File: config.mk
export PLATFORM = sky130hd
export DESIGN_NAME = bitstream_id_patch_crc_fix
export DESIGN_NICKNAME = d
export VERILOG_FILES = /design/src/rtl/bipcf_pkg.sv /design/src/rtl/bipcf_scan.sv /design/src/rtl/bitstream_id_patch_crc_fix.sv
export SDC_FILE = /design/constraint.sdc
export NUM_CORES = 1
export LEC_CHECK = 0
export BUFFER_PORTS_ARGS = -buffer_cell sky130_fd_sc_hd__buf_2
export CAP_MARGIN = 20
export CORE_ASPECT_RATIO = 1.25
export CORE_MARGIN = 8
export CORE_UTILIZATION = 50
export DETAILED_ROUTE_END_ITERATION = 16
export PLACE_DENSITY = 0.72
export SYNTH_ARGS = -nofsm -noshare
export SYNTH_HDL_FRONTEND = slang
export SYNTH_SLANG_ARGS = --single-unit
export TNS_END_PERCENT = 5
File: constraint.sdc
create_clock -name clock -period 14.9 [get_ports clock]
set_clock_uncertainty 0.15 [all_clocks]
set_input_delay 1.49 -clock clock [delete_from_list [all_inputs] [get_ports clock]]
set_output_delay 1.49 -clock clock [all_outputs]
set_load 0.005 [all_outputs]
File: src/rtl/bipcf_pkg.sv
// Shared types, constants and helper functions for the bitstream id patch / CRC fix block.
// Used by bipcf_scan and bitstream_id_patch_crc_fix; depends on nothing else.
package bipcf_pkg;

   localparam int POS_BITS_DEFAULT = 24;

   localparam logic [15:0] CRC_POLY          = 16'h8005;
   localparam logic [7:0]  FAMILY_LONG       = 8'h41;
   localparam logic [7:0]  FAMILY_PATCH      = 8'h01;
   localparam logic [7:0]  ID_BYTE_ONE       = 8'h11;
   localparam logic [7:0]  ID_BYTE_THREE     = 8'h43;
   localparam logic [7:0]  CODE_SMALL        = 8'h10;
   localparam logic [7:0]  CODE_MEDIUM       = 8'h20;
   localparam logic [7:0]  CODE_LARGE        = 8'h30;
   localparam logic [7:0]  CMD_INCR          = 8'h82;
   localparam logic [7:0]  CMD_INCR_ARG      = 8'h91;
   localparam logic [7:0]  BYTE_ONES         = 8'hFF;
   localparam logic [7:0]  MASK_SKIP         = 8'hFC;
   localparam logic [7:0]  MASK_IDLE         = 8'hFF;

   localparam logic [13:0] FRAME_CNT_MAX     = 14'h3FFF;

   localparam logic [0:7][7:0] PAT_PREAMBLE =
      {8'hFF, 8'hFF, 8'hBD, 8'hB3, 8'hFF, 8'hFF, 8'hFF, 8'hFF};
   localparam logic [0:7][7:0] PAT_DONE =
      {8'h5E, 8'h00, 8'h00, 8'h00, 8'hFF, 8'hFF, 8'hFF, 8'hFF};
   localparam logic [0:3][7:0] PAT_RESET_CRC = {8'h3B, 8'h00, 8'h00, 8'h00};
   localparam logic [0:3][7:0] PAT_VERIFY_ID = {8'hE2, 8'h00, 8'h00, 8'h00};

   typedef enum logic [1:0] {
      RUN_ACTIVE,
      RUN_DONE,
      RUN_ERROR
   } run_state_type;

   typedef enum logic [1:0] {
      STATUS_SEARCH = 2'd0,
      STATUS_KNOWN  = 2'd1,
      STATUS_DONE   = 2'd2,
      STATUS_ERROR  = 2'd3
   } scan_status_type;

   typedef struct packed {
      logic [0:7][7:0] bytes;
      logic [3:0]      count;
      logic [2:0]      first;
      logic            last;
      scan_status_type status;
      logic [15:0]     crc;
      logic            crc_valid;
      logic [13:0]     frames;
   } scan_out_type;

   function automatic logic [13:0] geo_frames(input logic [1:0] size);
      case (size)
         2'd1:    geo_frames = 14'd7562;
         2'd2:    geo_frames = 14'd9470;
         2'd3:    geo_frames = 14'd13294;
         default: geo_frames = 14'd0;
      endcase
   endfunction

   // frame length in bytes (bits / 8)
   function automatic logic [7:0] geo_bytes(input logic [1:0] size);
      case (size)
         2'd1:    geo_bytes = 8'(592 / 8);
         2'd2:    geo_bytes = 8'(848 / 8);
         2'd3:    geo_bytes = 8'(1136 / 8);
         default: geo_bytes = 8'd0;
      endcase
   endfunction

   function automatic logic [1:0] id_size(input logic [7:0] b4, input logic [7:0] b5,
                                          input logic [7:0] b6, input logic [7:0] b7);
      id_size = 2'd0;
      if ((b4 inside {FAMILY_PATCH, FAMILY_LONG}) && b5 == ID_BYTE_ONE &&
          b7 == ID_BYTE_THREE) begin
         case (b6)
            CODE_SMALL:  id_size = 2'd1;
            CODE_MEDIUM: id_size = 2'd2;
            CODE_LARGE:  id_size = 2'd3;
            default:     id_size = 2'd0;
         endcase
      end
   endfunction

   function automatic logic [15:0] crc_step(input logic [15:0] crc, input logic [7:0] b);
      logic [15:0] c;
      c = crc ^ {b, 8'h00};
      for (int k = 0; k < 8; k++) begin
         c = c[15] ? ({c[14:0], 1'b0} ^ CRC_POLY) : {c[14:0], 1'b0};
      end
      crc_step = c;
   endfunction

endpackage

File: src/rtl/bipcf_scan.sv
// Window, pattern scan, CRC tracking and id patch state for one input byte per cycle while accept is high.
// Depends on bipcf_pkg; instantiated by bitstream_id_patch_crc_fix.
module bipcf_scan #(
   parameter int POSITION_BITS = bipcf_pkg::POS_BITS_DEFAULT
) (
   input  logic                    clock,
   input  logic                    reset,
   input  logic                    accept,
   input  logic [7:0]              data,
   input  logic                    last,
   input  logic                    patch_enable,
   output bipcf_pkg::scan_out_type result
);
   import bipcf_pkg::*;

   logic [0:7][7:0]          win_ff, win_in;
   logic [3:0]               fill_ff, fill_in;
   logic [POSITION_BITS-1:0] pos_ff, pos_in;
   logic [POSITION_BITS-1:0] nxt_ff, nxt_in;
   logic                     pre_ff, pre_in;
   logic [1:0]               dev_ff, dev_in;
   logic                     idp_ff, idp_in;
   logic [15:0]              crc_ff, crc_in;
   logic                     cbs_ff, cbs_in;
   logic [13:0]              fc_ff, fc_in;
   logic [7:0]               fbc_ff, fbc_in;
   logic [7:0]               mask_ff, mask_in;
   run_state_type            run_ff, run_in;
   logic                     ov0_valid_ff, ov0_valid_in;
   logic                     ov1_valid_ff, ov1_valid_in;
   logic [7:0]               ov0_byte_ff, ov0_byte_in;
   logic [7:0]               ov1_byte_ff, ov1_byte_in;

   logic [13:0]              frames;
   logic [1:0]               size;
   logic                     stop;
   logic                     inc_hit;
   logic [15:0]              crc_rep;
   logic                     crc_rep_valid;
   logic [0:7][7:0]          emit;

   always_comb begin
      win_in       = {win_ff[1:7], data};
      ov0_valid_in = ov1_valid_ff;
      ov0_byte_in  = ov1_byte_ff;
      ov1_valid_in = 1'b0;
      ov1_byte_in  = 8'h00;
      pos_in       = pos_ff + POSITION_BITS'(1);
      fill_in      = (fill_ff < 4'd8) ? fill_ff + 4'd1 : fill_ff;
      nxt_in       = nxt_ff;
      pre_in       = pre_ff;
      dev_in       = dev_ff;
      idp_in       = idp_ff;
      crc_in       = crc_ff;
      cbs_in       = cbs_ff;
      fc_in        = fc_ff;
      fbc_in       = fbc_ff;
      mask_in      = mask_ff;
      run_in       = run_ff;
      frames       = geo_frames(dev_ff);
      size         = 2'd0;
      stop         = 1'b0;
      inc_hit      = 1'b0;
      crc_rep      = 16'h0000;
      crc_rep_valid = 1'b0;

      if (run_ff == RUN_ACTIVE) begin
         if (!pre_ff && win_in == PAT_PREAMBLE) begin
            pre_in = 1'b1;
         end else if (dev_ff == 2'd0) begin
            if (win_in[0:3] == PAT_RESET_CRC) begin
               crc_in = 16'h0000;
            end
            if (win_in[0:3] == PAT_VERIFY_ID) begin
               size = id_size(win_in[4], win_in[5], win_in[6], win_in[7]);
               if (size == 2'd0) begin
                  run_in = RUN_ERROR;
                  stop   = 1'b1;
               end else begin
                  dev_in = size;
                  frames = geo_frames(size);
                  if (patch_enable && win_in[4] == FAMILY_LONG) begin
                     win_in[4] = FAMILY_PATCH;
                     idp_in    = 1'b1;
                  end
                  cbs_in = 1'b0;
               end
            end
         end

         if (!stop) begin
            inc_hit = (win_in[0:3] == {CMD_INCR, CMD_INCR_ARG, {2'b00, frames[13:8]},
                                       frames[7:0]});
            if (nxt_ff != '0 && pos_in == nxt_ff) begin
               mask_in = MASK_SKIP;
               nxt_in  = pos_in + POSITION_BITS'(fbc_ff) + POSITION_BITS'(3);
            end else if (inc_hit) begin
               fbc_in = geo_bytes(dev_in);
               nxt_in = pos_in + POSITION_BITS'(fbc_in) + POSITION_BITS'(4);
            end

            if (win_in == PAT_DONE) begin
               run_in = RUN_DONE;
            end else begin
               if (dev_in != 2'd0 && mask_in[0]) begin
                  crc_in = crc_step(crc_in, win_in[0]);
                  cbs_in = 1'b1;
               end else if (win_in[2] == BYTE_ONES && cbs_in) begin
                  fc_in = (fc_ff < FRAME_CNT_MAX) ? fc_ff + 14'd1 : fc_ff;
                  if (patch_enable && idp_in && fc_in == 14'd1) begin
                     ov0_valid_in = 1'b1;
                     ov0_byte_in  = crc_in[15:8];
                     ov1_valid_in = 1'b1;
                     ov1_byte_in  = crc_in[7:0];
                  end
                  crc_rep       = crc_in;
                  crc_rep_valid = 1'b1;
                  if (fc_in != frames) begin
                     crc_in = 16'h0000;
                     cbs_in = 1'b0;
                  end
               end
               mask_in = {1'b1, mask_in[7:1]};
            end
         end
      end

      emit = win_in;
      if (ov0_valid_in) begin
         emit[0] = ov0_byte_in;
      end
      if (ov1_valid_in) begin
         emit[1] = ov1_byte_in;
      end

      result.bytes     = emit;
      result.last      = last;
      result.crc       = crc_rep;
      result.crc_valid = crc_rep_valid;
      result.frames    = fc_in;
      if (last) begin
         result.count = fill_in;
         result.first = 3'(4'd8 - fill_in);
      end else begin
         result.count = (fill_in == 4'd8) ? 4'd1 : 4'd0;
         result.first = 3'd0;
      end
      case (run_in)
         RUN_DONE:  result.status = STATUS_DONE;
         RUN_ERROR: result.status = STATUS_ERROR;
         default:   result.status = (dev_in != 2'd0) ? STATUS_KNOWN : STATUS_SEARCH;
      endcase
   end

   always_ff @(posedge clock) begin
      if (reset || (accept && last)) begin
         win_ff       <= '0;
         fill_ff      <= 4'd0;
         pos_ff       <= '0;
         nxt_ff       <= '0;
         pre_ff       <= 1'b0;
         dev_ff       <= 2'd0;
         idp_ff       <= 1'b0;
         crc_ff       <= 16'h0000;
         cbs_ff       <= 1'b0;
         fc_ff        <= 14'd0;
         fbc_ff       <= 8'd0;
         mask_ff      <= MASK_IDLE;
         run_ff       <= RUN_ACTIVE;
         ov0_valid_ff <= 1'b0;
         ov1_valid_ff <= 1'b0;
         ov0_byte_ff  <= 8'h00;
         ov1_byte_ff  <= 8'h00;
      end else if (accept) begin
         win_ff       <= win_in;
         fill_ff      <= fill_in;
         pos_ff       <= pos_in;
         nxt_ff       <= nxt_in;
         pre_ff       <= pre_in;
         dev_ff       <= dev_in;
         idp_ff       <= idp_in;
         crc_ff       <= crc_in;
         cbs_ff       <= cbs_in;
         fc_ff        <= fc_in;
         fbc_ff       <= fbc_in;
         mask_ff      <= mask_in;
         run_ff       <= run_in;
         ov0_valid_ff <= ov0_valid_in;
         ov1_valid_ff <= ov1_valid_in;
         ov0_byte_ff  <= ov0_byte_in;
         ov1_byte_ff  <= ov1_byte_in;
      end
   end

endmodule

File: src/rtl/bitstream_id_patch_crc_fix.sv
// Top level: stream handshakes, patch-enable register and the output / flush buffer.
// Depends on bipcf_pkg and bipcf_scan.
//
//   channel   dir  handshake              payload
//   req       in   req_tvalid/req_tready  tdata[7:0] data_byte, tlast is_last
//   rsp       out  rsp_tvalid/rsp_tready  tdata out_byte/frame_crc/frames_seen,
//                                         tlast out_last, tuser scan_status/crc_valid
//   csr       in   csr_valid/csr_ready    csr_data patch_enable
//
// One byte per cycle is accepted while req_tready is high; its result is registered.
// A byte with tlast flushes the 8-byte window: up to 8 results leave one at a time from
// the single-read output buffer, and no request is taken until the last is taken.
// The first 7 bytes of a run produce no result (window filling) unless one has tlast.
// Reset is synchronous; it empties the window and sets patch_enable.
module bitstream_id_patch_crc_fix #(
   parameter int POSITION_BITS = bipcf_pkg::POS_BITS_DEFAULT
) (
   input  logic        clock,
   input  logic        reset,
   input  logic        req_tvalid,
   output logic        req_tready,
   input  logic [7:0]  req_tdata,   // [7:0] data_byte
   input  logic        req_tlast,
   output logic        rsp_tvalid,
   input  logic        rsp_tready,
   output logic [39:0] rsp_tdata,   // [7:0] out_byte, [23:8] frame_crc, [37:24] frames_seen
   output logic        rsp_tlast,
   output logic [2:0]  rsp_tuser,   // [1:0] scan_status, [2] frame_crc_valid
   input  logic        csr_valid,
   output logic        csr_ready,
   input  logic        csr_data
);
   import bipcf_pkg::*;

   logic            patch_ff;
   scan_out_type    scan;
   logic            accept;
   logic            pop;

   logic [0:7][7:0] obuf_ff;
   logic [3:0]      rem_ff;
   logic [2:0]      idx_ff;
   logic            last_ff;
   logic            first_ff;
   scan_status_type status_ff;
   logic [15:0]     crc_ff;
   logic            crcv_ff;
   logic [13:0]     frames_ff;
   logic            crc_flag;

   assign accept     = req_tvalid && req_tready;
   assign pop        = rsp_tvalid && rsp_tready;
   assign req_tready = (rem_ff == 4'd0) || (rem_ff == 4'd1 && rsp_tready);
   assign csr_ready  = 1'b1;

   always_ff @(posedge clock) begin
      if (reset) begin
         patch_ff <= 1'b1;
      end else if (csr_valid && csr_ready) begin
         patch_ff <= csr_data;
      end
   end

   bipcf_scan #(
      .POSITION_BITS(POSITION_BITS)
   ) u_scan (
      .clock        (clock),
      .reset        (reset),
      .accept       (accept),
      .data         (req_tdata),
      .last         (req_tlast),
      .patch_enable (patch_ff),
      .result       (scan)
   );

   always_ff @(posedge clock) begin
      if (reset) begin
         rem_ff   <= 4'd0;
         idx_ff   <= 3'd0;
         first_ff <= 1'b0;
      end else if (accept && scan.count != 4'd0) begin
         rem_ff   <= scan.count;
         idx_ff   <= scan.first;
         first_ff <= 1'b1;
      end else if (pop) begin
         rem_ff   <= rem_ff - 4'd1;
         idx_ff   <= idx_ff + 3'd1;
         first_ff <= 1'b0;
      end
   end

   always_ff @(posedge clock) begin
      if (accept && scan.count != 4'd0) begin
         obuf_ff   <= scan.bytes;
         last_ff   <= scan.last;
         status_ff <= scan.status;
         crc_ff    <= scan.crc;
         crcv_ff   <= scan.crc_valid;
         frames_ff <= scan.frames;
      end
   end

   assign crc_flag   = first_ff && crcv_ff;
   assign rsp_tvalid = (rem_ff != 4'd0);
   assign rsp_tlast  = last_ff && (rem_ff == 4'd1);
   assign rsp_tdata  = {2'b00, frames_ff, (crc_flag ? crc_ff : 16'h0000), obuf_ff[idx_ff]};
   assign rsp_tuser  = {crc_flag, status_ff};

   a_rem_range: assert property (@(posedge clock) disable iff (reset)
      rem_ff <= 4'd8)
      else $error("output count beyond window depth");

   a_last_flushes: assert property (@(posedge clock) disable iff (reset)
      accept && req_tlast |=> rsp_tvalid && rem_ff >= 4'd1)
      else $error("last request produced no flush");

   a_single_result: assert property (@(posedge clock) disable iff (reset)
      accept && !req_tlast |=> rem_ff <= 4'd1)
      else $error("ordinary request produced more than one result");

   a_flush_continues: assert property (@(posedge clock) disable iff (reset)
      pop && rem_ff > 4'd2 |=> rsp_tvalid && !req_tready)
      else $error("flush interrupted");

endmodule

==> results of run 1 <==
-- routing by layer --
metal  GRT usage [%]  vias up  share of wire (%)
li1                -     6268                  -
met1            25.8     6304                 40
met2            38.6      428                 50
met3            2.98      134                5.5
met4            12.0        0                5.1
met5               0        -                  0
-- sequential cells by signal, summed over array words and instances (netlist names), 8 cells and up --
name / count
obuf_ff: 64
u_scan.result: 32
u_scan.nxt_ff: 24
u_scan.pos_ff: 24
u_scan.win_ff: 24
crc_ff: 16
u_scan.crc_ff: 16
frames_ff: 14
u_scan.fc_ff: 14
u_scan.mask_ff: 8
u_scan.ov1_byte_ff: 8
-- cells in the mapped netlist, drive strengths merged (18+ instances only) --
| cell type | instances | area share [%] |
|---|---|---|
| nor2 | 150 | 3.6 |
| xor2 | 37 | 2.1 |
| clkbuf | 84 | 2.0 |
| nor4 | 46 | 2.1 |
| inv | 53 | 1.3 |
| edfxtp | 98 | 19 |
| buf | 45 | 1.5 |
| a21oi | 120 | 3.9 |
| nand2 | 270 | 6.5 |
| nand4 | 33 | 1.4 |
| nor3 | 32 | 1.2 |
| dfxtp | 174 | 22 |
| xnor2 | 88 | 4.9 |
| a31oi | 18 | 0.72 |
| nand3 | 80 | 2.7 |
| ha | 50 | 4.0 |
| mux2 | 18 | 1.3 |
| and2 | 19 | 0.76 |
| o21ai | 55 | 1.8 |
| mux2i | 49 | 3.1 |
| and3 | 34 | 1.4 |
-- worst paths after layout --
| kind | from | to | depth (start not counted) |
|---|---|---|---|
| min | u_scan.ov1_byte_ff[5] | u_scan.ov1_byte_ff[5] | 2 |
| min reg2reg | u_scan.ov1_byte_ff[5] | u_scan.ov1_byte_ff[5] | 2 |
| max reg2reg | u_scan.win_ff[20] | u_scan.nxt_ff[22] | 24 |
| max | req_tdata[3] | u_scan.nxt_ff[22] | 25 |
-- per-stage QoR --
stage               setup slack (ns)  cell area (um2)  util (%)  hold WS [ns]  total power, mW
global placement                7.87            16100      52.0         0.280             1.60
finish                          8.11            17100      55.2         0.296             2.32
global route                    7.78            17100      55.2         0.323             2.45
detailed placement              7.66            16100      52.0         0.289             1.61
floorplan                       8.64            15700         -         0.256             1.40
CTS                             8.24            17100      55.2         0.297             2.35
-- cell type report --
| type | instances | area [um2] | share of cell area [%] |
|---|---|---|---|
| clock buffers | 40 | 848 | 4.97 |
| well taps | 407 | 509 | 2.98 |
| flip-flops and latches | 272 | 6430 | 37.7 |
| clock inverters | 16 | 141 | 0.829 |
| inverters | 53 | 201 | 1.18 |
| multi-input cells | 1315 | 8530 | 50.0 |
| repair buffers | 73 | 407 | 2.38 |
-- placed cells by master, fill, tap and decap left out, drive strengths merged, types with 19 or more instances in the layout --
master,count
nand2,270
mux2i,49
buf,73
and3,34
and2,19
nand4,33
xnor2,88
nor4,46
inv,55
ha,50
xor2,37
nor2,150
nor3,32
nand3,80
o21ai,55
dfxtp,174
edfxtp,98
a21oi,120
clkbuf,40
-- tightest hold or removal path, cell delays in order, from the launching register on --
cell and delay (ns):
dfxtp_1 0.31, nand2_1 0.05, o21ai_1 0.05
-- power groups by stage --
| stage | clock (mW) | sequential, mW | combinational (mW) |
|---|---|---|---|
| 3_3_place_gp | 0 | 0.988 | 0.609 |
| 2_1_floorplan | 0 | 0.960 | 0.445 |
| 6_report | 0.730 | 0.975 | 0.618 |
| 4_1_cts | 0.744 | 0.976 | 0.625 |
| 3_5_place_dp | 0 | 0.992 | 0.620 |
| 5_1_grt | 0.772 | 0.988 | 0.685 |
-- cell families (layout without fill, tap and decap cells) --
| kind of cell | Yosys count | in the layout | share of synthesized area (%) |
|---|---|---|---|
| other cells | 2 | 3 | 0.0479 |
| mux | 83 | 83 | 6.72 |
| flops | 272 | 272 | 41.0 |
| simple gates | 746 | 746 | 23.5 |
| fa+ha+maj | 52 | 52 | 4.25 |
| compound gates | 302 | 302 | 12.1 |
| xor+xnor | 129 | 129 | 7.56 |
| buf+inv | 182 | 182 | 4.78 |
==> results, run 1 <==
- The number of H-tree levels is 1.
- The TritonCTS clock tree is built.
- In this run the cell area of the synthesized design comes to 15700 um2.
- At the worst endpoint, the arrival time is 7.10 ns.
- The later pin in the worst-skew pair is clocked with a latency of 0.58 ns.
- The reported net switching power is 0.773 mW.
- The residual overflow from global routing is 0.
- For this run, design rule violations remaining after detail routing come to 0.
- The mean routed wirelength per cell is 19.5 um.
- The number of nets in the finished design is 1812.
- The setup path with the least slack is of type input port to flip-flop.
- The worst register-to-register path has a setup slack of 8.56 ns.
- After clock tree synthesis, the clock-pin slew on the worst setup and hold paths is 0.06 ns.
- On the critical path the largest part of the delay comes from simple AND/OR/NAND/NOR gates.
- After synthesis the netlist holds a flip-flop and latch count of 272.
- Pin placement for this block handled 62 I/O pins.
- The share of total power dissipated in sequential elements is 42.0%.
- The post-synthesis area per instance is 8.87 um2.
- The maximum clock frequency is 147 MHz.
- The number of antenna violations at the first check in global routing is 0.
- The synthesized design contains 98 enable-type register cells.
- The die width is 174 um.
- The via count of the first global-routing pass came to 12709.
- Clock tree synthesis inserted a total of 30 buffers.
- The power share of the clock group is 31.4%.
- The kind of capture point of the worst setup path is a flip-flop.
- The die covers 37300 um2.
- The remaining antenna violation count is 0.
- After the first detailed-routing iteration, the DRC count stood at 942.
- For this run, asynchronously set or reset flops after synthesis account for 0%.
- The largest fanout on the critical path is 15.
- The first detailed-routing pass ran for 5 iterations.
- The total detailed-routing wirelength is 42300 um.
- The area growth from synthesis to layout is 8.81%.
- The final HPWL from detailed placement is 30400 um.
- The final antenna diode count is 0.
- The part of the cycle the worst path needs is 45.6%.
- The aggregate negative setup slack is 0 ns.
- The peak per-stage delay on the critical path is 0.69 ns.
- The number of buffers and inverters on the critical path is 5.
- Routability-driven placement finished with a final weighted congestion of 0.919.
- The total of max-cap violations is 0.
- The number of hold buffers added after CTS is 0.
- For this configuration, the core starts out at a cell density of 50.7%.
- At the pin with the least slew margin, the transition time is 1.00 ns.
- The CTS root buffer is clkbuf_16.
- The cell type of the slowest stage on the worst timing path is nand4b_1.
- The final count of pins violating max slew came to 0.
- The overall track demand over capacity in global routing is 22.1%.
- The number of gates given a new drive strength after cts is 0.
- The static leakage power is 6.28 nW.
- The placed instance count is 2119.
- The die is 214 um tall.
- In this run the tool buffered the top-level ports with 58 buffer cells.
- The flow ran to the end, and the final reports show no timing, DRC or antenna violations.
- The nature of the critical path startpoint is an input port.
- The detailed router placed 13134 vias in this run.
- In this run switching power makes up 33.3% of total power.
- The pin count of the biggest net entering global routing is 89.
- Measured against its own limit, the worst slew margin works out to 33.2%.
- The number of warnings printed during yosys synthesis is 0.
- The portion of total power attributed to combinational logic is 26.6%.
- The number of hold violations in the final report was 0.
- In the synthesized netlist the dominant register cell turns out to be dfxtp_1.
- The share of post-route cells with drive strength above 1 is 10.7%.
- In this run the worst hold path is classified as flip-flop to flip-flop.
- The number of setup violations in the final report is 0.
- At the worst endpoint, the required time is 15.20 ns.
- The maximum root-to-sink buffer count is 3.
- Once the clock tree was built, the setup fixing pass inserted 0 buffers.
- Setup repair after global routing left no endpoint under its margin.
- The finished layout holds 2176 standard cells, fillers aside.
- The number of fillers in the final layout is 2797.
- The tree built by TritonCTS fans out to 272 sinks.
- The internal power component is 1.55 mW.
- The global-route wire length before repair is 68000 um.
- The initialized floorplan defines 72 standard-cell rows.
- The final period demand of the worst path is 6.79 ns.
- Yosys mapped the design onto 88 distinct sky130hd cell types.
- The total area inside the core boundary comes to 30900 um2.
- The routed via count divided by cell count is 6.04.
- In the synthesized netlist, the number of instances is 1768.
- The peak supply drop is 111 uV.
- The sequential fraction of the synthesis area is 41.0%.
- The areal power density over the cells is 136 nW/um2.
Power figures use the tool's default switching activity.
==> run 2: changes to the inputs <==
==> constraint.sdc (replaced) <==
create_clock -name clock -period 6.3 [get_ports clock]
set_clock_uncertainty 0.15 [all_clocks]
set_input_delay 0.63 -clock clock [delete_from_list [all_inputs] [get_ports clock]]
set_output_delay 0.63 -clock clock [all_outputs]
set_load 0.005 [all_outputs]
==> run 2 against run 1 <==
Sequential power increased by 140%; setup slack got worse by 7.3 ns; global-route usage up 0.14 points; via count is 0.46% higher; flip-flop and latch count did not move; total power increased by 140%; register-to-register slack worse by 7.8 ns; largest cell class unchanged.
==> results, run 2 (synthesized netlist as in run 1, its figures left out) <==
- The die width was 174 um (unchanged).
- The number of buffers and inverters on the critical path came to 2 (-3).
- The top cell types in the final layout, fill and taps aside, are 269 x nand2_1, 174 x dfxtp_1, 149 x nor2_1.
- The number of input and output port buffers inserted was 58 (unchanged).
- The number of setup violations in the final report is 0 (unchanged).
- The multi-input logic area is 8530 um2 (unchanged).
- The required time at the worst-slack endpoint is 6.59 ns (-8.61 ns).
- The first-pass iteration count of the detailed router was 5 (unchanged).
- The worst setup path is of the flip-flop to flip-flop kind.
- The aggregate negative setup slack is 0 ns (unchanged).
- The maximum root-to-sink buffer count is 3 (unchanged).
- The flip-flop count of the largest register, all copies and words added is 64 (unchanged).
- The number of gates given a new drive strength after cts is 0 (unchanged).
- The worst min-delay path class is input port to flip-flop.
- The residual overflow from global routing is 0 (unchanged).
- The areal power density over the cells is 328 nW/um2 (+140%).
- The placement row count is 72 (unchanged).
- The share of post-route cells with drive strength above 1 is 10.8% (+0.15 points).
- Timing would allow up to 181 MHz.
- The final HPWL from detailed placement is 30800 um (+1.1%).
- Traced cell by cell, the critical path runs through nor4_1, and4_1, and4_1, inv_1, ha_1, nand4b_1, mux2i_1, ha_1, inv_1, ha_1, ha_1, a21o_1, a21oi_1, o21bai_1, a21o_1, a221o_1, and3_1, and4_1, or3_1.
- The top-level I/O count was 62 (unchanged).
- The utilization of the core after routing is 55.5% (+0.29 points).
- The CTS clock-pin slew for the worst setup and hold paths is 0.06 ns (about the same).
- The final count of pins violating max slew is 0 (unchanged).
- The total of max-cap violations was 0 (unchanged).
- The data arrival time of the worst path is 5.82 ns (-1.28 ns).
- The peak per-stage delay on the critical path was 0.45 ns (-0.24 ns).
- TritonCTS built the clock tree.
- The final period demand of the worst path is 5.53 ns.
- The buffers inserted during post-CTS setup optimization is 0 (unchanged).
- The total power draw is 5.62 mW (+140%).
- The height of the die is 214 um (unchanged).
- The CTS root buffer is clkbuf_16.
- The routed via count divided by cell count was 6.05 (+0.23%).
- In this run the critical register-to-register path is launched from u_scan.win_ff[19].
- The sequential cell area was 6430 um2 (unchanged).
- The global-route wire length before repair is 68700 um (+0.97%).
- The number of hold violations in the final report is 0 (unchanged).
- The later-pin clock latency in the skew report was 0.56 ns (-0.02 ns).
- The run finished with clean final reports.
- The largest fanout on the critical path is 6 (-9).
- The overall track demand over capacity in global routing was 22.2% (+0.14 points).
- The slowest stage of the critical path is the mux2i_1 cell.
- The mean routed wirelength per cell is 19.5 um (+0.44%).
- The family with the most delay on the worst path is simple AND/OR/NAND/NOR gates.
- The via count was 13195 (+0.46%).
- STA classifies the critical path startpoint as a flip-flop.
- The number of clock buffers inserted by TritonCTS is 30 (unchanged).
- The part of the cycle the worst path needs is 87.7%.
- The final estimated routing congestion in global placement is 0.943 (+2.6%).
- The placeable core region is 30900 um2 (unchanged).
- The area added between synthesis and finish is 9.38%.
- The worst hold path begins at req_tdata[6].
- The post-detailed-route DRC marker count came to 0 (unchanged).
- Setup repair after global routing left no endpoint under its margin.
- The number of hold buffers added after CTS came to 0 (unchanged).
- The total detailed-routing wirelength is 42600 um (+0.67%).
- The area enclosed by the die boundary was 37300 um2 (unchanged).
- The kind of capture point of the worst setup path is a flip-flop.
- Tracing the worst setup path back leads to its startpoint at u_scan.win_ff[19].
- Counting flops per register, the top entry is obuf_ff.
- The commonest non-fill, non-tap cell in the layout is nand2_1.
- The via count of the first global-routing pass came to 12889 (+1.4%).
- The CTS sink count is 272 (unchanged).
- The peak supply drop was 328 uV (+200%).
- The number of nets in the finished design came to 1816 (+0.22%).
- The most numerous cell on the critical path is ha_1.
- The number of antenna violations at the first check in global routing is 1 (+1).
- The relative max-transition margin is 30.9% (-2.3 points).
- The iteration-0 DRC count of the detailed router came to 1110 (+18%).
- The number of fillers in the final layout is 2784 (-0.46%).
- The remaining antenna violation count is 0 (unchanged).
- The starting density of the core is 50.7% (unchanged).
- The static leakage power was 6.33 nW (+0.83%).
- The pin count of the biggest net entering global routing came to 78 (-12%).
- The number of H-tree levels is 1 (unchanged).
- The measured slew at the worst slew-check pin is 1.04 ns (+0.0348 ns).
run 2: cell count changes in the layout (fill, tap and decap cells not counted), moves of 2 or more:
cell | previous run | this run
clkinv_4 | 1 | 3
buf_4 | 14 | 18
clkbuf_16 | 30 | 32
clkinvlp_4 | 5 | 2
clkinv_2 | 5 | 2
run 2: worst paths after layout:
check                     endpoint  cells after the start  slack [ns]
min reg2reg  u_scan.ov1_byte_ff[5]                      2        0.30
max              u_scan.nxt_ff[17]                     19        0.77
min                     obuf_ff[6]                      1        0.13
max reg2reg      u_scan.nxt_ff[17]                     19        0.77
run 2: cell type report:
| type | count | area share [%] |
|---|---|---|
| well taps | 407 | 2.97 |
| multi-input cells | 1315 | 49.7 |
| repair buffers | 77 | 2.55 |
| inverters | 53 | 1.17 |
| flip-flops and latches | 272 | 37.5 |
| diodes | 1 | 0.0146 |
| clock inverters | 13 | 0.781 |
| clock buffers | 43 | 5.32 |
run 2: stage by stage:
stage	hold slack, ns	cells	setup WS (ns)	area [um2]
final	0.132	2181	0.775	17200
after global routing	0.114	2181	0.340	17200
after CTS	0.109	2180	0.801	17100
after detailed placement	0.291	2124	0.562	16100
after global placement	0.281	2123	0.657	16100
after floorplan	0.256	1769	0.898	15700
run 2: report_power, final:
group / switching (mW) / internal, mW / leakage (nW) / total, mW
logic: 0.949 / 0.540 / 3.48 / 1.49
clock network: 0.723 / 1.09 / 0.510 / 1.81
registers: 0.178 / 2.14 / 2.34 / 2.32
total: 1.85 / 3.77 / 6.33 / 5.62
run 2: layer usage:
layer	wire length [um]	part of all wire, %	up-vias	track usage (%)
met4	1810	4.2	0	10.4
met3	2150	5.0	111	2.70
met1	17200	40	6360	26.4
met5	0	0	-	0
li1	-	-	6288	-
met2	21500	50	436	39.3
run 2: worst register-to-register path, delay by kind of cell, from the launching register on:
kind | cells | cell delay [ns]
fa+ha+maj | 4 | 1.13
flops | 1 | 0.35
simple gates | 7 | 2.08
buf+inv | 2 | 0.16
mux | 1 | 0.45
compound gates | 5 | 1.09
==> run 3: changes to the inputs <==
--- a/config.mk
+++ b/config.mk
@@ -11,7 +11,7 @@
 export CORE_MARGIN = 8
 export CORE_UTILIZATION = 50
 export DETAILED_ROUTE_END_ITERATION = 16
-export PLACE_DENSITY = 0.72
+export PLACE_DENSITY = 0.67
 export SYNTH_ARGS = -nofsm -noshare
 export SYNTH_HDL_FRONTEND = slang
 export SYNTH_SLANG_ARGS = --single-unit
==> run 3 against run 2 <==
Final cell count fell by 0.18%; non-clock buffer count shrank 1; worst hold slack got worse by 0.0038 ns; sequential power about the same; clock power shrank 8%; count of clock-buffer cells in the layout is 7 lower; combinational power about the same.
==> results, run 3 (synthesized netlist as in run 1, its figures left out) <==
- The flow ran to the end, and the final reports show no timing, DRC or antenna violations.
- The measured slew at the worst slew-check pin came to 1.07 ns (+0.0356 ns).
- The number of gates given a new drive strength after cts is 0 (unchanged).
- The placeable core region is 30900 um2 (unchanged).
- The final estimated routing congestion in global placement was 0.906 (-3.9%).
- The later-pin clock latency in the skew report is 0.56 ns (about the same).
- The die width is 174 um (unchanged).
- The CTS sink count was 272 (unchanged).
- The final antenna diode count is 0 (-1).
- The cell count of the worst reg-to-reg path is 24 (+5).
- The total of max-cap violations is 0 (unchanged).
- The library cell used most frequently in the layout, excluding fill and tap cells, is nand2_1.
- The area enclosed by the die boundary was 37300 um2 (unchanged).
- The number of input and output port buffers inserted is 58 (unchanged).
- The register with the most flip-flops in the final layout is obuf_ff.
- The static leakage power is 6.27 nW (-0.97%).
- The maximum clock frequency is 180 MHz (-0.35%).
- The share of post-route cells with drive strength above 1 is 10.5% (-0.32 points).
- The residual overflow from global routing was 0 (unchanged).
- The first-pass iteration count of the detailed router is 5 (unchanged).
- The global-route wire length before repair is 67800 um (-1.3%).
- The number of antenna violations at the first check in global routing was 0 (-1).
- The area added between synthesis and finish is 8.55%.
- The final count of pins violating max slew came to 0 (unchanged).
- The number of setup violations in the final report is 0 (unchanged).
- STA classifies the critical path endpoint as a flip-flop.
- The flip-flop count of the largest register, all copies and words added is 64 (unchanged).
- The relative max-transition margin is 27.9% (-3.0 points).
- The part of the cycle the worst path needs came to 88.0% (+0.31 points).
- The setup slack at placement is 0.429 ns (-0.133 ns).
- The internal power component is 3.62 mW (-3.9%).
- The remaining antenna violation count was 0 (unchanged).
- The switching portion of total power was 33.6% (+0.66 points).
- The aggregate negative setup slack is 0 ns (unchanged).
- The required time at the worst-slack endpoint is 6.59 ns (about the same).
- The areal power density over the cells is 320 nW/um2 (-2.3%).
- The final period demand of the worst path is 5.54 ns (+0.0196 ns).
- The maximum root-to-sink buffer count came to 3 (unchanged).
- The iteration-0 DRC count of the detailed router is 982 (-12%).
- The worst setup path is of the flip-flop to flip-flop kind.
- The height of the die is 214 um (unchanged).
- The top-level I/O count is 62 (unchanged).
- The number of hold buffers added after CTS was 0 (unchanged).
- The number of fillers in the final layout is 2812 (+1.0%).
- The buffers inserted during post-CTS setup optimization was 0 (unchanged).
- The via count is 13023 (-1.3%).
- The data arrival time of the worst path was 5.83 ns (about the same).
- The via count of the first global-routing pass is 12598 (-2.3%).
- The portion of total power attributed to combinational logic is 27.2% (+0.7 points).
- CTS placed an instance of clkbuf_16 at the clock tree root.
- The placement row count is 72 (unchanged).
- Setup repair after global routing left no endpoint under its margin.
- The reported net switching power is 1.83 mW (-1.1%).
- The post-detailed-route DRC marker count was 0 (unchanged).
- The final HPWL from detailed placement is 31200 um (+1.4%).
- The overall track demand over capacity in global routing was 22.3% (+0.047 points).
- In the layout the commonest cells are 269 x nand2_1, 174 x dfxtp_1, 149 x nor2_1.
- The starting density of the core is 50.7% (unchanged).
- The hold-critical path depth came to 2 (+1).
- The pin count of the biggest net entering global routing was 83 (+6.4%).
- The number of nets in the finished design came to 1814 (-0.11%).
- The worst setup path is launched from a flip-flop.
- The peak supply drop was 309 uV (-5.6%).
- The largest fanout on the critical path is 12 (+6).
- The relative contribution of sequential cells to total power is 42.4% (+1.2 points).
- The power share of the clock group came to 30.4% (-1.9 points).
- The TritonCTS clock tree is built.
- The smallest setup slack after layout is 0.755 ns (-0.0196 ns).
- The number of H-tree levels is 1 (unchanged).
- The total detailed-routing wirelength is 43100 um (+1.0%).
- The worst min-delay path class is input port to flip-flop.
- The number of clock buffers inserted by TritonCTS is 29 (-3.3%).
- The CTS clock-pin slew for the worst setup and hold paths was 0.06 ns (about the same).
- The mean routed wirelength per cell is 19.8 um (+1.2%).
- The routed via count divided by cell count came to 5.98 (-1.1%).
- The number of hold violations in the final report is 0 (unchanged).
run 3: changes by cell type in the layout (fill, tap and decap cells not counted), sizes merged:
cell / delta
inv: +2
buf: -1
diode: -1
clkinv: +3
clkbuf: -7
run 3: power groups by stage:
| stage | sequential (mW) | combinational (mW) | clock [mW] |
|---|---|---|---|
| 6_report | 2.31 | 1.48 | 1.66 |
| 5_1_grt | 2.34 | 1.63 | 1.77 |
| 4_1_cts | 2.31 | 1.50 | 1.69 |
| 3_5_place_dp | 2.35 | 1.49 | 0 |
| 3_3_place_gp | 2.34 | 1.48 | 0 |
| 2_1_floorplan | 2.27 | 1.05 | 0 |
run 3: cell type report:
class                   instances  area, um2  area share (%)
repair buffers                 76        425            2.50
multi-input cells            1315       8540            50.2
well taps                     407        509            2.99
inverters                      53        201            1.18
clock inverters                18        160           0.941
clock buffers                  36        762            4.48
flip-flops and latches        272       6430            37.8
run 3: metal layers:
layer	up-vias	GRT usage [%]	wire length, um
li1	6268	-	-
met1	6246	25.8	17300
met2	396	39.2	21700
met3	113	3.54	2220
met4	0	11.1	1880
met5	-	0	0
run 3: path summary, 6_finish.rpt:
kind	startpoint	to	slack, ns
max reg2reg	u_scan.win_ff[19]	u_scan.nxt_ff[22]	0.76
max	u_scan.win_ff[19]	u_scan.nxt_ff[22]	0.76
min reg2reg	u_scan.ov1_byte_ff[5]	u_scan.ov1_byte_ff[5]	0.30
min	csr_data	patch_ff	0.13
run 3: worst max-delay path, stage by stage (launching register included):
cell	delay, ns
dfxtp_1	0.34
nor4_1	0.34
and4_1	0.28
and4_1	0.35
inv_1	0.11
ha_1	0.24
nand4b_1	0.30
mux2i_1	0.46
inv_1	0.12
ha_1	0.24
inv_1	0.07
ha_1	0.12
inv_1	0.04
ha_1	0.21
fa_1	0.41
a21oi_1	0.18
nor2b_1	0.09
a21oi_1	0.17
nor2b_1	0.07
o21ai_0	0.16
nand2b_1	0.07
a21o_1	0.16
nand2_1	0.28
nor4_1	0.09
or3_1	0.37
run 3: stage by stage:
stage / power, mW / hold WS (ns) / cell area [um2] / instances / util (%)
2_1_floorplan: 3.32 / 0.256 / 15700 / 1769 / -
3_3_place_gp: 3.82 / 0.282 / 16100 / 2123 / 52.1
3_5_place_dp: 3.84 / 0.293 / 16100 / 2123 / 52.1
4_1_cts: 5.50 / 0.105 / 17000 / 2177 / 55.1
5_1_grt: 5.73 / 0.107 / 17000 / 2177 / 55.1
6_report: 5.45 / 0.128 / 17000 / 2177 / 55.1
